--- config.mk ---
export PLATFORM = sky130hd
export DESIGN_NAME = slip_frame_receiver_flat
export DESIGN_NICKNAME = d
export VERILOG_FILES = /design/src/rtl/sfr_pkg.sv /design/src/rtl/sfr_if.sv /design/src/rtl/slip_frame_receiver.sv /design/src/rtl/sfr_store.sv /design/src/rtl/sfr_ctrl.sv /design/src/flat_wrapper.sv
export SDC_FILE = /design/constraint.sdc
export NUM_CORES = 2
export LEC_CHECK = 0
export BUFFER_PORTS_ARGS = -buffer_cell sky130_fd_sc_hd__buf_4
export CORE_MARGIN = 3
export CORE_UTILIZATION = 56
export DETAILED_ROUTE_END_ITERATION = 12
export PLACE_DENSITY_LB_ADDON = 0.1
export SLEW_MARGIN = 10
export SYNTH_ARGS = -nofsm -noshare
export SYNTH_HDL_FRONTEND = slang
export SYNTH_SLANG_ARGS = --single-unit
--- constraint.sdc ---
create_clock -name i_clk -period 46.9 [get_ports i_clk]
set_input_delay 4.69 -clock i_clk [delete_from_list [all_inputs] [get_ports i_clk]]
set_output_delay 4.69 -clock i_clk [all_outputs]
set_load 0.05 [all_outputs]
--- src/rtl/sfr_pkg.sv ---
`timescale 1ns / 1ps

package sfr_pkg;

    localparam int MAX_PAYLOAD = 256;
    localparam int LEN_W       = $clog2(MAX_PAYLOAD + 1);
    localparam int ADDR_W      = $clog2(MAX_PAYLOAD);
    localparam int BYTE_W      = 8;
    localparam int TIME_W      = 32;
    localparam int CFG_IDX_W   = 3;
    localparam int CFG_DATA_W  = 32;

    localparam logic [LEN_W-1:0] MAX_LEN = LEN_W'(MAX_PAYLOAD);

    // Operation codes of an input transaction
    typedef enum logic [1:0] {
        OP_RECV  = 2'd0,
        OP_IDLE  = 2'd1,
        OP_READ  = 2'd2,
        OP_CLEAR = 2'd3
    } t_op;

    // Result status codes
    localparam logic [1:0] ST_INCOMPLETE = 2'd0;
    localparam logic [1:0] ST_COMPLETE   = 2'd1;
    localparam logic [1:0] ST_DISCARD    = 2'd2;

    // Configuration register indexes
    localparam logic [CFG_IDX_W-1:0] CFG_IDLE_TIMEOUT = 3'd0;
    localparam logic [CFG_IDX_W-1:0] CFG_CAPACITY     = 3'd1;
    localparam logic [CFG_IDX_W-1:0] CFG_END_BYTE     = 3'd2;
    localparam logic [CFG_IDX_W-1:0] CFG_ESC_BYTE     = 3'd3;
    localparam logic [CFG_IDX_W-1:0] CFG_ESC_END      = 3'd4;
    localparam logic [CFG_IDX_W-1:0] CFG_ESC_ESC      = 3'd5;

    typedef struct packed {
        logic [TIME_W-1:0] idle_timeout;
        logic [LEN_W-1:0]  capacity;
        logic [BYTE_W-1:0] end_byte;
        logic [BYTE_W-1:0] esc_byte;
        logic [BYTE_W-1:0] esc_end;
        logic [BYTE_W-1:0] esc_esc;
    } t_cfg;

    typedef struct packed {
        logic              we;
        logic [ADDR_W-1:0] addr;
        logic [BYTE_W-1:0] data;
    } t_wr_req;

endpackage

--- src/rtl/sfr_if.sv ---
`timescale 1ns / 1ps

interface sfr_in_if
    import sfr_pkg::*;
();
    logic              valid;
    logic              ready;
    logic [1:0]        operation;
    logic [BYTE_W-1:0] data_byte;
    logic [TIME_W-1:0] now_ms;
    logic [ADDR_W-1:0] read_index;

    modport source (output valid, operation, data_byte, now_ms, read_index, input ready);
    modport sink   (input valid, operation, data_byte, now_ms, read_index, output ready);
endinterface

interface sfr_out_if
    import sfr_pkg::*;
();
    logic              valid;
    logic              ready;
    logic [1:0]        status;
    logic [LEN_W-1:0]  frame_length;
    logic [BYTE_W-1:0] read_data;

    modport source (output valid, status, frame_length, read_data, input ready);
    modport sink   (input valid, status, frame_length, read_data, output ready);
endinterface

--- src/rtl/slip_frame_receiver.sv ---
`timescale 1ns / 1ps

// A result is presented in the cycle after its input transaction is accepted.
// Throughput: one transaction per cycle while the result register is empty or
//   being drained; the state update and the payload memory read are registered.
// Reset (synchronous, active low): frame state cleared, config to SLIP defaults,
//   result register emptied; payload memory is not cleared.
module slip_frame_receiver
    import sfr_pkg::*;
(
    input  logic                  i_clk,
    input  logic                  i_rst_n,
    sfr_in_if.sink                i_in,
    sfr_out_if.source             o_out,
    input  logic                  i_cfg_we,
    input  logic [CFG_IDX_W-1:0]  i_cfg_idx,
    input  logic [CFG_DATA_W-1:0] i_cfg_data
);

    t_cfg              r_cfg;
    t_op               in_op;
    logic              in_accept;
    logic [1:0]        ctrl_status;
    logic [LEN_W-1:0]  ctrl_len;
    t_wr_req           wr_req;
    logic              rd_en;
    logic [BYTE_W-1:0] mem_rdata;

    // Result register
    logic              r_out_valid;
    logic [1:0]        r_status;
    logic [LEN_W-1:0]  r_len;
    logic              r_is_read;

    // ---------------------------------------------------------------
    // Configuration registers; unknown indexes are dropped.
    // ---------------------------------------------------------------
    always_ff @(posedge i_clk) begin
        if (!i_rst_n) begin
            r_cfg.idle_timeout <= '0;
            r_cfg.capacity     <= MAX_LEN;
            r_cfg.end_byte     <= 8'd192;
            r_cfg.esc_byte     <= 8'd219;
            r_cfg.esc_end      <= 8'd220;
            r_cfg.esc_esc      <= 8'd221;
        end else if (i_cfg_we) begin
            case (i_cfg_idx)
                CFG_IDLE_TIMEOUT: r_cfg.idle_timeout <= i_cfg_data[TIME_W-1:0];
                CFG_CAPACITY:     r_cfg.capacity     <= i_cfg_data[LEN_W-1:0];
                CFG_END_BYTE:     r_cfg.end_byte     <= i_cfg_data[BYTE_W-1:0];
                CFG_ESC_BYTE:     r_cfg.esc_byte     <= i_cfg_data[BYTE_W-1:0];
                CFG_ESC_END:      r_cfg.esc_end      <= i_cfg_data[BYTE_W-1:0];
                CFG_ESC_ESC:      r_cfg.esc_esc      <= i_cfg_data[BYTE_W-1:0];
                default: begin
                end
            endcase
        end
    end

    // ---------------------------------------------------------------
    // Input side: a new transaction is taken whenever the result register
    // is empty or is being drained in the same cycle.
    // ---------------------------------------------------------------
    assign i_in.ready = !r_out_valid || o_out.ready;
    assign in_accept  = i_in.valid && i_in.ready;
    assign in_op      = t_op'(i_in.operation);

    sfr_ctrl u_ctrl (
        .i_clk      (i_clk),
        .i_rst_n    (i_rst_n),
        .i_cfg      (r_cfg),
        .i_accept   (in_accept),
        .i_op       (in_op),
        .i_byte     (i_in.data_byte),
        .i_now      (i_in.now_ms),
        .o_status   (ctrl_status),
        .o_len_next (ctrl_len),
        .o_wr       (wr_req)
    );

    // Payload bytes are written at the accepting edge, so a read taken in the
    // very next cycle already sees them; no forwarding path is needed.
    assign rd_en = in_accept && (in_op == OP_READ);

    sfr_store u_store (
        .i_clk   (i_clk),
        .i_wr    (wr_req),
        .i_re    (rd_en),
        .i_raddr (i_in.read_index),
        .o_rdata (mem_rdata)
    );

    // ---------------------------------------------------------------
    // Result register. The memory read data register only moves on an
    // accepted read, so it holds with the rest of the result under stall.
    // ---------------------------------------------------------------
    always_ff @(posedge i_clk) begin
        if (!i_rst_n) begin
            r_out_valid <= 1'b0;
        end else if (in_accept) begin
            r_out_valid <= 1'b1;
        end else if (o_out.ready) begin
            r_out_valid <= 1'b0;
        end
    end

    always_ff @(posedge i_clk) begin
        if (in_accept) begin
            r_status  <= ctrl_status;
            r_len     <= ctrl_len;
            r_is_read <= (in_op == OP_READ);
        end
    end

    assign o_out.valid        = r_out_valid;
    assign o_out.status       = r_status;
    assign o_out.frame_length = r_len;
    assign o_out.read_data    = r_is_read ? mem_rdata : '0;

    // ---------------------------------------------------------------
    // Checks
    // ---------------------------------------------------------------
    a_clear_result: assert property (@(posedge i_clk) disable iff (!i_rst_n)
        in_accept && in_op == OP_CLEAR |=>
            o_out.valid && o_out.status == ST_INCOMPLETE && o_out.frame_length == '0)
        else $error("clear transaction did not give an empty incomplete result");

    a_len_bound: assert property (@(posedge i_clk) disable iff (!i_rst_n)
        o_out.valid |-> o_out.frame_length <= MAX_LEN)
        else $error("frame length beyond payload capacity");

    a_write_on_recv: assert property (@(posedge i_clk) disable iff (!i_rst_n)
        wr_req.we |-> in_accept && in_op == OP_RECV)
        else $error("payload write outside an accepted receive transaction");

    a_write_grows: assert property (@(posedge i_clk) disable iff (!i_rst_n)
        wr_req.we |=> o_out.frame_length == LEN_W'($past(wr_req.addr)) + 1'b1)
        else $error("stored byte did not extend the frame by one");

endmodule

--- src/rtl/sfr_store.sv ---
`timescale 1ns / 1ps

// Payload memory: one write port, one registered read port.
module sfr_store
    import sfr_pkg::*;
(
    input  logic              i_clk,
    input  t_wr_req           i_wr,
    input  logic              i_re,
    input  logic [ADDR_W-1:0] i_raddr,
    output logic [BYTE_W-1:0] o_rdata
);

    logic [BYTE_W-1:0] r_mem [MAX_PAYLOAD];
    logic [BYTE_W-1:0] r_rdata;

    always_ff @(posedge i_clk) begin
        if (i_wr.we) begin
            r_mem[i_wr.addr] <= i_wr.data;
        end
    end

    always_ff @(posedge i_clk) begin
        if (i_re) begin
            r_rdata <= r_mem[i_raddr];
        end
    end

    assign o_rdata = r_rdata;

endmodule

--- src/rtl/sfr_ctrl.sv ---
`timescale 1ns / 1ps

// Deframer state: length, escape and discard flags, last byte time.
module sfr_ctrl
    import sfr_pkg::*;
(
    input  logic              i_clk,
    input  logic              i_rst_n,
    input  t_cfg              i_cfg,
    input  logic              i_accept,
    input  t_op               i_op,
    input  logic [BYTE_W-1:0] i_byte,
    input  logic [TIME_W-1:0] i_now,
    output logic [1:0]        o_status,
    output logic [LEN_W-1:0]  o_len_next,
    output t_wr_req           o_wr
);

    logic [LEN_W-1:0]  r_len,  n_len;
    logic              r_esc,  n_esc;
    logic              r_disc, n_disc;
    logic [TIME_W-1:0] r_last, n_last;

    logic [LEN_W-1:0]  cap_now;
    logic              do_store;
    logic [BYTE_W-1:0] store_val;
    logic              do_clear;
    logic              do_discard;
    logic [TIME_W-1:0] idle_gap;

    assign cap_now  = (i_cfg.capacity > MAX_LEN) ? MAX_LEN : i_cfg.capacity;
    assign idle_gap = i_now - r_last;

    always_comb begin
        o_status   = ST_INCOMPLETE;
        do_store   = 1'b0;
        store_val  = i_byte;
        do_clear   = 1'b0;
        do_discard = 1'b0;
        n_esc      = r_esc;
        n_last     = r_last;
        case (i_op)
            OP_RECV: begin
                n_last = i_now;
                if (r_disc) begin
                    if (i_byte == i_cfg.end_byte) begin
                        do_clear = 1'b1;
                        o_status = ST_DISCARD;
                    end
                end else if (r_esc) begin
                    n_esc = 1'b0;
                    if (i_byte == i_cfg.esc_end) begin
                        do_store  = 1'b1;
                        store_val = i_cfg.end_byte;
                    end else if (i_byte == i_cfg.esc_esc) begin
                        do_store  = 1'b1;
                        store_val = i_cfg.esc_byte;
                    end else if (i_byte == i_cfg.end_byte) begin
                        do_clear = 1'b1;
                        o_status = ST_DISCARD;
                    end else begin
                        do_discard = 1'b1;
                    end
                end else if (i_byte == i_cfg.end_byte) begin
                    o_status = (r_len == '0) ? ST_INCOMPLETE : ST_COMPLETE;
                end else if (i_byte == i_cfg.esc_byte) begin
                    n_esc = 1'b1;
                end else begin
                    do_store = 1'b1;
                end
            end
            OP_IDLE: begin
                if (i_cfg.idle_timeout != '0 && (r_disc || r_esc || r_len != '0)
                        && idle_gap >= i_cfg.idle_timeout) begin
                    do_clear = 1'b1;
                end
            end
            OP_CLEAR: begin
                do_clear = 1'b1;
            end
            default: begin
                // payload read leaves the state alone
            end
        endcase

        // overflow check against the capacity in use
        if (do_store && r_len >= cap_now) begin
            do_store   = 1'b0;
            do_discard = 1'b1;
        end

        n_len  = do_store ? r_len + 1'b1 : r_len;
        n_disc = r_disc;
        if (do_discard) begin
            n_len  = '0;
            n_esc  = 1'b0;
            n_disc = 1'b1;
        end
        if (do_clear) begin
            n_len  = '0;
            n_esc  = 1'b0;
            n_disc = 1'b0;
            n_last = '0;
        end
    end

    assign o_len_next = n_len;
    assign o_wr.we    = i_accept && do_store;
    assign o_wr.addr  = r_len[ADDR_W-1:0];
    assign o_wr.data  = store_val;

    always_ff @(posedge i_clk) begin
        if (!i_rst_n) begin
            r_len  <= '0;
            r_esc  <= 1'b0;
            r_disc <= 1'b0;
            r_last <= '0;
        end else if (i_accept) begin
            r_len  <= n_len;
            r_esc  <= n_esc;
            r_disc <= n_disc;
            r_last <= n_last;
        end
    end

endmodule

--- src/flat_wrapper.sv ---
// flat-port wrapper written by rule: the top's interface ports become plain ports
module slip_frame_receiver_flat import sfr_pkg::*;
  (i_clk, i_rst_n, i_cfg_we, i_cfg_idx, i_cfg_data, i_in_valid, i_in_operation, i_in_data_byte, i_in_now_ms, i_in_read_index, i_in_ready, o_out_valid, o_out_status, o_out_frame_length, o_out_read_data, o_out_ready);
  sfr_in_if i_in_i ();
  sfr_out_if o_out_i ();
  input  logic i_clk;
  input  logic i_rst_n;
  input  logic i_cfg_we;
  input  logic [CFG_IDX_W-1:0] i_cfg_idx;
  input  logic [CFG_DATA_W-1:0] i_cfg_data;
  input wire logic [$bits(i_in_i.valid)-1:0] i_in_valid;
  input wire logic [$bits(i_in_i.operation)-1:0] i_in_operation;
  input wire logic [$bits(i_in_i.data_byte)-1:0] i_in_data_byte;
  input wire logic [$bits(i_in_i.now_ms)-1:0] i_in_now_ms;
  input wire logic [$bits(i_in_i.read_index)-1:0] i_in_read_index;
  output wire logic [$bits(i_in_i.ready)-1:0] i_in_ready;
  output wire logic [$bits(o_out_i.valid)-1:0] o_out_valid;
  output wire logic [$bits(o_out_i.status)-1:0] o_out_status;
  output wire logic [$bits(o_out_i.frame_length)-1:0] o_out_frame_length;
  output wire logic [$bits(o_out_i.read_data)-1:0] o_out_read_data;
  input wire logic [$bits(o_out_i.ready)-1:0] o_out_ready;
  assign i_in_i.valid = i_in_valid;
  assign i_in_i.operation = i_in_operation;
  assign i_in_i.data_byte = i_in_data_byte;
  assign i_in_i.now_ms = i_in_now_ms;
  assign i_in_i.read_index = i_in_read_index;
  assign i_in_ready = i_in_i.ready;
  assign o_out_valid = o_out_i.valid;
  assign o_out_status = o_out_i.status;
  assign o_out_frame_length = o_out_i.frame_length;
  assign o_out_read_data = o_out_i.read_data;
  assign o_out_i.ready = o_out_ready;
  slip_frame_receiver u_core (.i_clk(i_clk), .i_rst_n(i_rst_n), .i_in(i_in_i), .o_out(o_out_i), .i_cfg_we(i_cfg_we), .i_cfg_idx(i_cfg_idx), .i_cfg_data(i_cfg_data));
endmodule
==> reports/metrics.cfg <==
[cells_and_area]
drive_gt1_share_pct=25.9
multi_input_area_um2=21500
final_area_um2=97200
ff_latch_area_um2=64400
fillers=10600
final_util_pct=63.0
fin_nets=4573
syn_to_final_growth_pct=11.6

[route]
viasPerCell=6.37
wirelength_um=202000
firstDrtPassIters=6
via_count=42200
drc=0
post_drt_wl_per_cell_um=30.5
drtIter0Drc=4376
antenna_left=0

[logic_synthesis]
ys_types=64
syn_area_per_cell_um2=20.6
syn_inst=4234
synth.top_cell.area_share_pct=71.3
yosysWarnings=0
synth_edf_count=2068
synth.top_cells.by_count=2068 x edfxtp_1, 680 x mux4_2, 293 x nor2_1, 224 x nand2_1, 137 x clkbuf_1
synth.net_count=4401
async_flop_share_pct=0
synth.area.top_cells=edfxtp_1 71%, mux4_2 18%, dfxtp_1 2.7%
yosysTopAreaCell=edfxtp_1
synth_ff_type=edfxtp_1
synth.cell_area_um2=87100
yosysSeqAreaShare_pct=74.0
yosysMostFrequentCell=edfxtp_1
ys_seq_elements=2185

[cts]
cts.sinks=2185
clkSlewWorstSetupHoldPaths_ns=0.06
postCtsSetupBuffers=0
cts_tree=done
root_buffer=clkbuf_16
hold_buffers=0
numCtsBuffers=216
clk_path_buf_depth=3
clk-insertion-delay-late_ns=0.83
postCtsResizedCells=0
cts_max_level=4

[timing]
setup_viol=0
layout_setup_ws_ns=36.93
relSlewSlack_pct=12.4
rsz0062_at_grt=no
fin_worst_skew_ns=0.0331
tightest_slew_ns=1.31
min_period_ns=9.97
slew_viol_final=0
hold_violations=0
tns_ns=0
fmaxAchievable_mhz=100
period_share_pct=21.3

[worst_hold_path]
worstHoldPathType=flip-flop to flip-flop

[grt]
grtUsageTotal_pct=25.6
first_global_vias=42800
grt_overflow=0
antenna_found_initial=4
grt_pass1_wl_um=298000
grt_max_degree=257

[die]
rows=144
die_w_um=400
start_util_pct=56.5
fp.dieH_um=400
core_area_um2=154000
dieArea_um2=160000
ios=111

[place]
dp_hpwl_um=121000
pre_cts_ws_ns=36.23
port_buffers=110
dpl-instance-area_um2=90200
place_congestion=0.811

[setup_path]
critPathMaxFanout=4
cp-start-kind=input pin
endpoint_kind=output port
worstPathRequired_ns=42.21
path_class=input pin to output port
critPathArrivalTime_ns=5.28

[pwr]
vdd_ir_drop_max_mv=0.0366
power_mw=4.06
leakage_nw=30.4
p_per_area_nw_per_um2=41.8

[run_status]
status=finished clean

[job]
cap_violations=0

==> registers in the layout (all words and copies together), names as in the netlist <==
signal	count
u_core.u_store.r_mem	2048
u_core.r_cfg	73
u_core.u_ctrl.r_last	32
u_core.o_out.frame_length	9
u_core.u_ctrl.r_len	9
u_core.u_store.o_rdata	8
u_core.o_out.status	2
u_core.o_out.valid	1
u_core.r_is_read	1
u_core.u_ctrl.r_disc	1
u_core.u_ctrl.r_esc	1
==> final timing paths <==
check | startpoint | end | slack, ns | cells after the start
max | o_out_ready | i_in_ready | 36.93 | 3
min | u_core.r_cfg[39]$_SDFFE_PN0P_ | u_core.r_cfg[39]$_SDFFE_PN0P_ | 0.46 | 2
max reg2reg | u_core.u_ctrl.r_last[7]$_SDFFE_PN0P_ | u_core.u_ctrl.r_len[0]$_SDFFE_PN0P_ | 40.98 | 20
min reg2reg | u_core.r_cfg[39]$_SDFFE_PN0P_ | u_core.r_cfg[39]$_SDFFE_PN0P_ | 0.46 | 2
==> cell type report <==
class	count	share of cell area [%]
diodes	3	0.00773
clock buffers	268	5.85
clock inverters	124	1.26
inverters	77	0.297
multi-input cells	1746	22.2
flip-flops and latches	2185	66.3
well taps	2044	2.63
repair buffers	180	1.48
==> worst max-delay path, stage by stage <==
cell and delay [ns]:
buf_4 0.11, nand2b_1 0.24, buf_4 0.24
==> per-layer routing <==
| layer | vias up | GRT usage (%) | routed length [µm] |
|---|---|---|---|
| li1 | 17800 | - | - |
| met1 | 22400 | 37.5 | 82900 |
| met2 | 1753 | 40.1 | 97900 |
| met3 | 337 | 4.46 | 15400 |
| met4 | 0 | 8.14 | 6170 |
| met5 | - | 0 | 0 |
==> through the flow <==
stage,std cells,hold slack (ns)
detailed placement,6231,0.451
global placement,6231,0.440
floorplan,4234,0.432
CTS,6623,0.460
finish,6627,0.456
global route,6624,0.482
==> power by group <==
part | internal (mW) | total [mW] | switching [mW]
Sequential | 2.14 | 2.14 | 0.00282
Clock | 0.982 | 1.69 | 0.711
Combinational | 0.0926 | 0.226 | 0.134
==> cell usage in the layout (no fill, tap or decap), drive strengths merged, types with 81 or more instances in the layout <==
cell    count
inv        81
mux4      680
buf       180
a21oi      89
edfxtp   2068
dfxtp     117
nand2     224
nor2      296
clkinv     91
clkbuf    268
==> cells by family (layout without fill, tap and decap cells) <==
logic type               count (synthesis)  in the layout  synth area share (%)
XOR/XNOR                                70             70                 0.704
AND/OR/NAND/NOR                        681            681                  3.34
other                                    0              3                     0
adder cells (fa/ha/maj)                 77             77                  1.12
buffers and inverters                  303            649                  1.40
flip-flops                            2185           2185                  74.0
multiplexers                           686            686                  17.7
AO/OA/AOI/OAI                          232            232                  1.76
Note: power is estimated with default switching activity, not from simulation.
